[src/rtl/i2c_register_access_master_top_assert.svh]
// Assertion macros for the I2C register access master
`ifndef I2C_REGISTER_ACCESS_MASTER_TOP_ASSERT_SVH
`define I2C_REGISTER_ACCESS_MASTER_TOP_ASSERT_SVH

// Implication in the same cycle, sampled on clock, off during reset
`define I2CRAM_ASSERT_NOW(label, ante, cons, msg) \
   label: assert property (@(posedge clock) disable iff (reset) (ante) |-> (cons)) \
      else $error(msg);

// Implication in the next cycle
`define I2CRAM_ASSERT_NEXT(label, ante, cons, msg) \
   label: assert property (@(posedge clock) disable iff (reset) (ante) |=> (cons)) \
      else $error(msg);

`endif

[src/rtl/i2cram_pkg.sv]
// Package with phase codes, command codes and queue entry type for the I2C master
package i2cram_pkg;

   localparam logic [4:0] PH_IDLE    = 5'd0;
   localparam logic [4:0] PH_START_A = 5'd1;
   localparam logic [4:0] PH_START_B = 5'd2;
   localparam logic [4:0] PH_START_C = 5'd3;
   localparam logic [4:0] PH_WB_SET  = 5'd4;
   localparam logic [4:0] PH_WB_HI   = 5'd5;
   localparam logic [4:0] PH_WB_LO   = 5'd6;
   localparam logic [4:0] PH_WA_REL  = 5'd7;
   localparam logic [4:0] PH_WA_HI   = 5'd8;
   localparam logic [4:0] PH_WA_LO   = 5'd9;
   localparam logic [4:0] PH_RD_REL  = 5'd10;
   localparam logic [4:0] PH_RB_HI   = 5'd11;
   localparam logic [4:0] PH_RB_SMP  = 5'd12;
   localparam logic [4:0] PH_RB_LO   = 5'd13;
   localparam logic [4:0] PH_NK_HI   = 5'd14;
   localparam logic [4:0] PH_NK_LO   = 5'd15;
   localparam logic [4:0] PH_STOP_A  = 5'd16;
   localparam logic [4:0] PH_STOP_B  = 5'd17;
   localparam logic [4:0] PH_STOP_C  = 5'd18;

   localparam logic [1:0] KIND_PROBE = 2'd0;
   localparam logic [1:0] KIND_WRITE = 2'd1;
   localparam logic [1:0] KIND_READ  = 2'd2;
   localparam logic [1:0] KIND_NONE  = 2'd3;

   localparam logic OP_CMD  = 1'b0;
   localparam logic OP_TICK = 1'b1;

   // Class given to each transaction by the front
   localparam logic [1:0] CLS_NONE = 2'd0;
   localparam logic [1:0] CLS_CMD  = 2'd1;
   localparam logic [1:0] CLS_TICK = 2'd2;

   localparam logic [2:0] STEP_ADDR = 3'd0;
   localparam logic [2:0] STEP_REG  = 3'd1;
   localparam logic [2:0] STEP_DATA = 3'd2;

   localparam logic [6:0] DEV_ADDR_RESET = 7'd118;

   localparam int QUEUE_DEPTH = 2;
   localparam int QUEUE_PTR_W = (QUEUE_DEPTH > 1) ? $clog2(QUEUE_DEPTH) : 1;
   localparam int QUEUE_CNT_W = $clog2(QUEUE_DEPTH + 1);

   typedef logic [QUEUE_PTR_W-1:0] qptr_type;
   typedef logic [QUEUE_CNT_W-1:0] qcnt_type;

   localparam qptr_type QUEUE_LAST = QUEUE_PTR_W'(QUEUE_DEPTH - 1);
   localparam qcnt_type QUEUE_FULL = QUEUE_CNT_W'(QUEUE_DEPTH);

   typedef struct packed {
      logic [1:0] cls;
      logic [1:0] kind;
      logic [7:0] reg_addr;
      logic [7:0] wr_data;
      logic       sda_in;
   } item_type;

endpackage

[src/rtl/i2c_register_access_master_top.sv]
// Top level of the I2C register access master
//
//   channel | direction | handshake              | payload
//   req_    | in        | req_valid / req_stall  | op, kind, reg_addr, wr_data, sda_in
//   rsp_    | out       | rsp_valid / rsp_stall  | scl, sda, sda_enable, busy, done, ack, rd_data
//   csr_    | in        | csr_valid / csr_ready  | device_address
//
// One transaction per cycle sustained while req_stall and rsp_stall are low; an accepted
// transaction waits in the front queue, then goes through the result register, before
// its result is offered on rsp_.
// The sequencer computes its next phase combinationally, registered on each pop; this sets that rate.
// Reset is synchronous: phase goes idle, queue empties, device address returns to 118.
// rsp_stall holds the result register; the two-entry queue stalls req_ only once full.
module i2c_register_access_master_top (
   input  logic       clock,
   input  logic       reset,
   input  logic       req_valid,
   output logic       req_stall,
   input  logic       req_op,
   input  logic [1:0] req_kind,
   input  logic [7:0] req_reg_addr,
   input  logic [7:0] req_wr_data,
   input  logic       req_sda_in,
   output logic       rsp_valid,
   input  logic       rsp_stall,
   output logic       rsp_scl_level,
   output logic       rsp_sda_level,
   output logic       rsp_sda_enable,
   output logic       rsp_busy_res,
   output logic       rsp_done_res,
   output logic       rsp_ack_ok,
   output logic [7:0] rsp_rd_data,
   input  logic       csr_valid,
   output logic       csr_ready,
   input  logic [6:0] csr_device_address
);

   `include "i2c_register_access_master_top_assert.svh"

   logic [6:0]           dev_addr_reg_ff, dev_addr_reg_in;
   logic                 q_valid;
   logic                 q_pop;
   i2cram_pkg::item_type q_item;

   assign csr_ready          = 1'b1;
   assign dev_addr_reg_in    = (csr_valid && csr_ready) ? csr_device_address : dev_addr_reg_ff;

   always_ff @(posedge clock) begin
      if (reset) begin
         dev_addr_reg_ff <= i2cram_pkg::DEV_ADDR_RESET;
      end else begin
         dev_addr_reg_ff <= dev_addr_reg_in;
      end
   end

   i2cram_front u_front (
      .clock        (clock),
      .reset        (reset),
      .req_valid    (req_valid),
      .req_stall    (req_stall),
      .req_op       (req_op),
      .req_kind     (req_kind),
      .req_reg_addr (req_reg_addr),
      .req_wr_data  (req_wr_data),
      .req_sda_in   (req_sda_in),
      .q_valid      (q_valid),
      .q_item       (q_item),
      .q_pop        (q_pop)
   );

   i2cram_back u_back (
      .clock          (clock),
      .reset          (reset),
      .q_valid        (q_valid),
      .q_item         (q_item),
      .q_pop          (q_pop),
      .dev_addr       (dev_addr_reg_ff),
      .rsp_valid      (rsp_valid),
      .rsp_stall      (rsp_stall),
      .rsp_scl_level  (rsp_scl_level),
      .rsp_sda_level  (rsp_sda_level),
      .rsp_sda_enable (rsp_sda_enable),
      .rsp_busy_res   (rsp_busy_res),
      .rsp_done_res   (rsp_done_res),
      .rsp_ack_ok     (rsp_ack_ok),
      .rsp_rd_data    (rsp_rd_data)
   );

   `I2CRAM_ASSERT_NOW(a_done_not_busy, rsp_valid && rsp_done_res, !rsp_busy_res && rsp_scl_level && rsp_sda_level, "done reported with bus not idle")
   `I2CRAM_ASSERT_NOW(a_release_high, rsp_valid && !rsp_sda_enable, rsp_sda_level && rsp_busy_res, "released SDA not high or not busy")
   `I2CRAM_ASSERT_NOW(a_idle_levels, rsp_valid && !rsp_busy_res, rsp_scl_level && rsp_sda_level && rsp_sda_enable, "idle bus levels wrong")
   `I2CRAM_ASSERT_NEXT(a_pop_fills, q_pop, rsp_valid, "popped transaction missing at result stage")

endmodule

[src/rtl/i2cram_front.sv]
// Front end: classifies incoming transactions and buffers them in a two-entry queue
module i2cram_front (
   input  logic                 clock,
   input  logic                 reset,
   input  logic                 req_valid,
   output logic                 req_stall,
   input  logic                 req_op,
   input  logic [1:0]           req_kind,
   input  logic [7:0]           req_reg_addr,
   input  logic [7:0]           req_wr_data,
   input  logic                 req_sda_in,
   output logic                 q_valid,
   output i2cram_pkg::item_type q_item,
   input  logic                 q_pop
);

   i2cram_pkg::item_type q_ff [i2cram_pkg::QUEUE_DEPTH];
   i2cram_pkg::item_type new_item;
   i2cram_pkg::qptr_type wr_ptr_ff, wr_ptr_in;
   i2cram_pkg::qptr_type rd_ptr_ff, rd_ptr_in;
   i2cram_pkg::qcnt_type count_ff, count_in;
   logic                 push;

   always_comb begin
      new_item.kind     = req_kind;
      new_item.reg_addr = req_reg_addr;
      new_item.wr_data  = req_wr_data;
      new_item.sda_in   = req_sda_in;
      priority if (req_op == i2cram_pkg::OP_TICK) begin
         new_item.cls = i2cram_pkg::CLS_TICK;
      end else if (req_kind == i2cram_pkg::KIND_NONE) begin
         new_item.cls = i2cram_pkg::CLS_NONE;
      end else begin
         new_item.cls = i2cram_pkg::CLS_CMD;
      end
   end

   assign req_stall = (count_ff == i2cram_pkg::QUEUE_FULL);
   assign push      = req_valid && !req_stall;
   assign q_valid   = (count_ff != '0);
   assign q_item    = q_ff[rd_ptr_ff];

   always_comb begin
      wr_ptr_in = wr_ptr_ff;
      rd_ptr_in = rd_ptr_ff;
      if (push) begin
         wr_ptr_in = (wr_ptr_ff == i2cram_pkg::QUEUE_LAST) ? '0
                                                          : wr_ptr_ff + i2cram_pkg::qptr_type'(1);
      end
      if (q_pop) begin
         rd_ptr_in = (rd_ptr_ff == i2cram_pkg::QUEUE_LAST) ? '0
                                                          : rd_ptr_ff + i2cram_pkg::qptr_type'(1);
      end
      count_in = count_ff + i2cram_pkg::qcnt_type'(push) - i2cram_pkg::qcnt_type'(q_pop);
   end

   always_ff @(posedge clock) begin
      if (reset) begin
         wr_ptr_ff <= '0;
         rd_ptr_ff <= '0;
         count_ff  <= '0;
      end else begin
         wr_ptr_ff <= wr_ptr_in;
         rd_ptr_ff <= rd_ptr_in;
         count_ff  <= count_in;
      end
   end

   always_ff @(posedge clock) begin
      if (push) begin
         q_ff[wr_ptr_ff] <= new_item;
      end
   end

endmodule

[src/rtl/i2cram_back.sv]
// Back end: bus phase sequencer and registered result stage
module i2cram_back (
   input  logic                 clock,
   input  logic                 reset,
   input  logic                 q_valid,
   input  i2cram_pkg::item_type q_item,
   output logic                 q_pop,
   input  logic [6:0]           dev_addr,
   output logic                 rsp_valid,
   input  logic                 rsp_stall,
   output logic                 rsp_scl_level,
   output logic                 rsp_sda_level,
   output logic                 rsp_sda_enable,
   output logic                 rsp_busy_res,
   output logic                 rsp_done_res,
   output logic                 rsp_ack_ok,
   output logic [7:0]           rsp_rd_data
);

   logic [4:0] phase_ff, phase_in, ph;
   logic [3:0] bit_index_ff, bit_index_in, bit_inc;
   logic [7:0] tx_shift_ff, tx_shift_in;
   logic [2:0] byte_step_ff, byte_step_in;
   logic [1:0] txn_kind_ff, txn_kind_in;
   logic [7:0] reg_latch_ff, reg_latch_in;
   logic [7:0] data_latch_ff, data_latch_in;
   logic       ack_flag_ff, ack_flag_in;
   logic [7:0] rx_byte_ff, rx_byte_in;
   logic       done;
   logic       scl, sdal, en;

   logic       valid_ff;
   logic       scl_ff, sdal_ff, en_ff, busy_ff, done_ff, ack_ff;
   logic [7:0] rd_ff;

   // Take the next transaction whenever the result stage is empty or draining
   assign q_pop   = q_valid && (!valid_ff || !rsp_stall);
   assign bit_inc = bit_index_ff + 4'd1;

   always_comb begin
      ph            = (phase_ff > i2cram_pkg::PH_STOP_C) ? i2cram_pkg::PH_IDLE : phase_ff;
      phase_in      = ph;
      bit_index_in  = bit_index_ff;
      tx_shift_in   = tx_shift_ff;
      byte_step_in  = byte_step_ff;
      txn_kind_in   = txn_kind_ff;
      reg_latch_in  = reg_latch_ff;
      data_latch_in = data_latch_ff;
      ack_flag_in   = ack_flag_ff;
      rx_byte_in    = rx_byte_ff;
      done          = 1'b0;

      unique case (q_item.cls)
         i2cram_pkg::CLS_CMD: begin
            if (ph == i2cram_pkg::PH_IDLE) begin
               txn_kind_in   = q_item.kind;
               reg_latch_in  = q_item.reg_addr;
               data_latch_in = q_item.wr_data;
               ack_flag_in   = 1'b1;
               tx_shift_in   = {dev_addr, 1'b0};
               bit_index_in  = 4'd0;
               byte_step_in  = i2cram_pkg::STEP_ADDR;
               phase_in      = i2cram_pkg::PH_START_A;
            end
         end
         i2cram_pkg::CLS_TICK: begin
            if (ph != i2cram_pkg::PH_IDLE) begin
               unique case (ph)
                  i2cram_pkg::PH_START_A: phase_in = i2cram_pkg::PH_START_B;
                  i2cram_pkg::PH_START_B: phase_in = i2cram_pkg::PH_START_C;
                  i2cram_pkg::PH_START_C: phase_in = i2cram_pkg::PH_WB_SET;
                  i2cram_pkg::PH_WB_SET:  phase_in = i2cram_pkg::PH_WB_HI;
                  i2cram_pkg::PH_WB_HI:   phase_in = i2cram_pkg::PH_WB_LO;
                  i2cram_pkg::PH_WB_LO: begin
                     tx_shift_in  = {tx_shift_ff[6:0], 1'b0};
                     bit_index_in = bit_inc;
                     phase_in     = bit_inc[3] ? i2cram_pkg::PH_WA_REL
                                               : i2cram_pkg::PH_WB_SET;
                  end
                  i2cram_pkg::PH_WA_REL:  phase_in = i2cram_pkg::PH_WA_HI;
                  i2cram_pkg::PH_WA_HI: begin
                     // read address ACK is clocked but not checked
                     if (q_item.sda_in && !(txn_kind_ff == i2cram_pkg::KIND_READ &&
                                            byte_step_ff == i2cram_pkg::STEP_DATA)) begin
                        ack_flag_in = 1'b0;
                     end
                     phase_in = i2cram_pkg::PH_WA_LO;
                  end
                  i2cram_pkg::PH_WA_LO: begin
                     priority if (!ack_flag_ff || txn_kind_ff == i2cram_pkg::KIND_PROBE) begin
                        phase_in = i2cram_pkg::PH_STOP_A;
                     end else if (byte_step_ff == i2cram_pkg::STEP_ADDR) begin
                        tx_shift_in  = reg_latch_ff;
                        bit_index_in = 4'd0;
                        byte_step_in = i2cram_pkg::STEP_REG;
                        phase_in     = i2cram_pkg::PH_WB_SET;
                     end else if (byte_step_ff == i2cram_pkg::STEP_REG) begin
                        bit_index_in = 4'd0;
                        byte_step_in = i2cram_pkg::STEP_DATA;
                        if (txn_kind_ff == i2cram_pkg::KIND_WRITE) begin
                           tx_shift_in = data_latch_ff;
                           phase_in    = i2cram_pkg::PH_WB_SET;
                        end else begin
                           // repeated start, then address with read bit
                           tx_shift_in = {dev_addr, 1'b1};
                           phase_in    = i2cram_pkg::PH_START_A;
                        end
                     end else if (txn_kind_ff == i2cram_pkg::KIND_READ) begin
                        rx_byte_in   = 8'd0;
                        bit_index_in = 4'd0;
                        phase_in     = i2cram_pkg::PH_RD_REL;
                     end else begin
                        phase_in = i2cram_pkg::PH_STOP_A;
                     end
                  end
                  i2cram_pkg::PH_RD_REL:  phase_in = i2cram_pkg::PH_RB_HI;
                  i2cram_pkg::PH_RB_HI: begin
                     rx_byte_in = {rx_byte_ff[6:0], q_item.sda_in};
                     phase_in   = i2cram_pkg::PH_RB_SMP;
                  end
                  i2cram_pkg::PH_RB_SMP:  phase_in = i2cram_pkg::PH_RB_LO;
                  i2cram_pkg::PH_RB_LO: begin
                     bit_index_in = bit_inc;
                     phase_in     = bit_inc[3] ? i2cram_pkg::PH_NK_HI
                                               : i2cram_pkg::PH_RB_HI;
                  end
                  i2cram_pkg::PH_NK_HI:   phase_in = i2cram_pkg::PH_NK_LO;
                  i2cram_pkg::PH_NK_LO:   phase_in = i2cram_pkg::PH_STOP_A;
                  i2cram_pkg::PH_STOP_A:  phase_in = i2cram_pkg::PH_STOP_B;
                  i2cram_pkg::PH_STOP_B:  phase_in = i2cram_pkg::PH_STOP_C;
                  i2cram_pkg::PH_STOP_C: begin
                     phase_in = i2cram_pkg::PH_IDLE;
                     done     = 1'b1;
                  end
                  default:                phase_in = i2cram_pkg::PH_IDLE;
               endcase
            end
         end
         default: ;
      endcase
   end

   // Pin levels follow the phase after this transaction
   always_comb begin
      scl = (phase_in == i2cram_pkg::PH_IDLE)    || (phase_in == i2cram_pkg::PH_START_A) ||
            (phase_in == i2cram_pkg::PH_START_B) || (phase_in == i2cram_pkg::PH_WB_HI)   ||
            (phase_in == i2cram_pkg::PH_WA_HI)   || (phase_in == i2cram_pkg::PH_RB_HI)   ||
            (phase_in == i2cram_pkg::PH_RB_SMP)  || (phase_in == i2cram_pkg::PH_NK_HI)   ||
            (phase_in == i2cram_pkg::PH_STOP_B)  || (phase_in == i2cram_pkg::PH_STOP_C);
      en  = !((phase_in >= i2cram_pkg::PH_WA_REL) && (phase_in <= i2cram_pkg::PH_NK_LO));
      priority if (!en) begin
         sdal = 1'b1;
      end else if ((phase_in == i2cram_pkg::PH_WB_SET) || (phase_in == i2cram_pkg::PH_WB_HI) ||
                   (phase_in == i2cram_pkg::PH_WB_LO)) begin
         sdal = tx_shift_in[7];
      end else if ((phase_in == i2cram_pkg::PH_START_B) ||
                   (phase_in == i2cram_pkg::PH_START_C) ||
                   (phase_in == i2cram_pkg::PH_STOP_A)  ||
                   (phase_in == i2cram_pkg::PH_STOP_B)) begin
         sdal = 1'b0;
      end else begin
         sdal = 1'b1;
      end
   end

   always_ff @(posedge clock) begin
      if (reset) begin
         phase_ff      <= i2cram_pkg::PH_IDLE;
         bit_index_ff  <= 4'd0;
         tx_shift_ff   <= 8'd0;
         byte_step_ff  <= 3'd0;
         txn_kind_ff   <= 2'd0;
         reg_latch_ff  <= 8'd0;
         data_latch_ff <= 8'd0;
         ack_flag_ff   <= 1'b0;
         rx_byte_ff    <= 8'd0;
         valid_ff      <= 1'b0;
      end else begin
         if (q_pop) begin
            phase_ff      <= phase_in;
            bit_index_ff  <= bit_index_in;
            tx_shift_ff   <= tx_shift_in;
            byte_step_ff  <= byte_step_in;
            txn_kind_ff   <= txn_kind_in;
            reg_latch_ff  <= reg_latch_in;
            data_latch_ff <= data_latch_in;
            ack_flag_ff   <= ack_flag_in;
            rx_byte_ff    <= rx_byte_in;
            valid_ff      <= 1'b1;
         end else if (!rsp_stall) begin
            valid_ff <= 1'b0;
         end
      end
   end

   always_ff @(posedge clock) begin
      if (q_pop) begin
         scl_ff  <= scl;
         sdal_ff <= sdal;
         en_ff   <= en;
         busy_ff <= (phase_in != i2cram_pkg::PH_IDLE);
         done_ff <= done;
         ack_ff  <= ack_flag_in;
         rd_ff   <= rx_byte_in;
      end
   end

   assign rsp_valid      = valid_ff;
   assign rsp_scl_level  = scl_ff;
   assign rsp_sda_level  = sdal_ff;
   assign rsp_sda_enable = en_ff;
   assign rsp_busy_res   = busy_ff;
   assign rsp_done_res   = done_ff;
   assign rsp_ack_ok     = ack_ff;
   assign rsp_rd_data    = rd_ff;

endmodule
[config.mk]
export PLATFORM = sky130hd
export DESIGN_NAME = i2c_register_access_master_top
export DESIGN_NICKNAME = d
export VERILOG_FILES = /design/src/rtl/i2cram_pkg.sv /design/src/rtl/i2c_register_access_master_top.sv /design/src/rtl/i2cram_front.sv /design/src/rtl/i2cram_back.sv
export VERILOG_INCLUDE_DIRS = /design/src /design/src/rtl
export SDC_FILE = /design/constraint.sdc
export NUM_CORES = 1
export LEC_CHECK = 0
export ABC_AREA = 1
export BUFFER_PORTS_ARGS = -buffer_cell sky130_fd_sc_hd__buf_2
export CAP_MARGIN = 20
export CORE_MARGIN = 3
export CORE_UTILIZATION = 54
export DETAILED_ROUTE_END_ITERATION = 8
export GPL_TIMING_DRIVEN = 0
export MAX_ROUTING_LAYER = met4
export PLACE_DENSITY = 0.78
export SLEW_MARGIN = 20
export SYNTH_ARGS = -nofsm -noshare
export SYNTH_HDL_FRONTEND = slang
export SYNTH_HIERARCHICAL = 1
export SYNTH_SLANG_ARGS = --single-unit
[constraint.sdc]
create_clock -name clock -period 2.47 [get_ports clock]
set_input_delay 0.494 -clock clock [delete_from_list [all_inputs] [get_ports clock]]
set_output_delay 0.494 -clock clock [all_outputs]
set_load 0.02 [all_outputs]
==> results.cfg <==
[placement]
routabilityCongestion = 0.9676
dp_hpwl_um = 8756
portBuffers = 46
dp.cells = 809

[grt]
grtUsageTotal_pct = 23.47
grt_pass1_vias = 4690
antenna_found_initial = 0
grt_pass1_wl_um = 21080
grt.overflow.total = 0
grt_max_degree = 26

[floorplanning]
start_util_pct = 56.31
rows = 36
die_w_um = 107.9
design.die.area_sq_um = 11640
core_area_sq_um = 9955
die_y_um = 107.9
io_pins = 49

[synth]
yosysWarnings = 6
synth_mux_area_share_pct = 5.558
synth-simple-area-share_pct = 17.17
synth_top_family_by_area = simple AND/OR/NAND/NOR gates
synth_top_area_share_pct = 30.00
synth_area_per_cell_sq_um = 8.912
synth_xor_area_share_pct = 0.3125
synth_nets = 666
synthAdderAreaFrac_pct = 1.116
synth_compound_area_share_pct = 16.00
synthTopCellsByArea = edfxtp_1 30%, dfxtp_1 21%, nand2_1 5.8%
synth_top_area_cell = edfxtp_1
syn_area_sq_um = 5605
ys_types = 46
ys_seq_area_share_pct = 51.07
synth_cells = 629
ys_ff_latch = 115

[sta]
slew_violations = 0
fmax_mhz = 427.5
finalCritPeriodShare_pct = 94.70
fin_skew_ns = 0.006507
fin_crit_ns = 2.339
worst_hold_slack_ns = 0.1588
setup_violations = 0
fin_tns_setup_ns = 0
hold_viol_final = 0
tightestPinTransition_ns = 0.7957
slew_headroom_pct = 46.89

[final_layout]
layout-drive-gt1-share_pct = 22.33
stdcell_count = 845
fin_util_pct = 67.11
final_cell_mix = 86 x nand2_1, 85 x inv_1, 59 x a21oi_1, 56 x dfxtp_1, 56 x edfxtp_1
num_antenna_cells = 0
syn_to_final_growth_pct = 19.17
final_common_cell = nand2_1
finalNetCount = 736

[clocking]
cts_root_buffer = clkbuf_8
htree_levels = 4
clock_path_buffers = 2
cts_tree = yes
numCtsBuffers = 17
cts_hold_buf = 0
clk_latency_ns = 0.52
cts_sinks = 115
cts.clk_slew.worst_paths_ns = 0.06

[worst_setup_path]
start_kind = register
crit_path_max_fanout = 10
cp.arrival_ns = 2.74
critPathKind = reg2reg
reg2reg_to = u_back/rx_byte_ff[1]
endpoint_kind = register
r2r_cells = 9
cp_data_required_time_ns = 2.87
ff2ff_setup_slack_ns = 0.13

[drt]
routed_via_density = 5.697
wl_per_cell_um = 14.96
remaining_drc_errors = 0
final_antenna_net_count = 0
routed_wl_um = 12640
drt_first_pass_iters = 7
drt_iter0_drc = 483
num_vias = 4814

[power_and_ir_drop]
power_density_nw_per_um2 = 1264
power_leakage_nw = 2.822
ir_worst_vdd_mv = 0.8258

[min_path]
hold_depth = 1
hold_end = u_front/q_ff[1][15]
hp-start = req_reg_addr[6]
worst_hold_path_type = in2reg

[outcome]
status = complete, no violations

[job]
maxCapViolations = 0
-- flip-flops by register name, indices dropped and copies added, names as in the netlist, 5 cells and up, named ones only --
name                  count
u_back/rsp_rd_data        8
u_back/tx_shift_ff        8
dev_addr_reg_ff           7
u_back/data_latch_ff      8
u_back/phase_ff           5
u_back/reg_latch_ff       8
u_front/q_ff             42
u_back/rx_byte_ff         8
-- logic make-up (layout without fill, tap and decap cells) --
logic type                 Yosys count  count (layout)
xor gates and xnor gates             2               2
and+or+nand+nor                    212             212
adders and majority gates            5               5
muxes                               21              21
AOI/OAI and AO/OA                  155             155
other                                1               1
buffers and inverters              118             201
DFF                                115             115
-- where the power goes --
part | total, mW | switching, mW | internal (mW)
clock network | 2.33 | 0.892 | 1.44
logic | 3.24 | 2.11 | 1.13
registers | 2.87 | 0.266 | 2.60
total | 8.44 | 3.27 | 5.17
-- stage by stage --
step	setup WS (ns)	instance area, sq um	total power [mW]
final	0.1309	6680	8.442
after global routing	-0.002302	6680	8.950
after CTS	0.03325	6606	8.307
after detailed placement	-0.1554	6021	5.925
after global placement	-0.5893	6002	5.793
after floorplan	0.02635	5605	5.173
-- layout make-up --
type / count / area, sq um
Fill cell: 768 / 3274
Sequential cell: 115 / 2867
Buffer: 21 / 132.6
Timing Repair Buffer: 51 / 275.3
Multi-Input combinational cell: 396 / 2296
Inverter: 97 / 372.9
Tap cell: 133 / 166.4
Clock buffer: 17 / 414.1
Clock inverter: 15 / 156.4
-- worst max-delay path by stage --
stage / from / endpoint / depth (start not counted)
after floorplan: rsp_stall / u_front/count_ff[1] / 12
after global placement: rsp_stall / u_front/count_ff[1] / 13
after detailed placement: rsp_stall / u_front/count_ff[1] / 13
after CTS: register / u_back/rsp_sda_level / 12
after global routing: register / u_back/data_latch_ff[7] / 10
final: register / u_back/rx_byte_ff[1] / 9
-- critical path, cell delays in order, from the launching register on --
cell and delay, ns:
dfxtp_2 0.37, buf_8 0.17, mux2_4 0.33, inv_1 0.10, ha_4 0.18, clkinvlp_4 0.18, nor3_4 0.40, o22ai_1 0.19
o21ai_0 0.22, inv_1 0.07
-- metal layers --
metal,track usage [%],part of all wire (%),vias to the layer above
met5,-,0,-
met4,9.288,2.7,0
met3,6.239,6.9,40
met2,38.19,49,222
met1,27.87,41,2251
li1,-,-,2301
-- timing repair --
action                                  in CTS  in global routing
setup buffers                                0                  4
gates cloned                                 0                  0
pin swaps                                    0                  2
endpoints found under the setup margin       8                 30
gates resized for setup                      4                 16
-- Yosys cell counts, drive strengths merged --
cell,n
o221ai,6
xor2,1
o21bai,1
nor3,6
o31ai,2
a21o,1
ha,5
nand4,10
o211a,1
dfxtp,59
nor2,60
a32oi,8
o21ai,54
a22oi,8
buf,12
inv,97
xnor2,1
nand2,96
nor4,1
o211ai,2
a31oi,1
a211oi,3
nand3,39
conb,1
edfxtp,56
a21oi,59
mux2,21
clkbuf,9
o22ai,9
(Power assumes the default switching activity.)
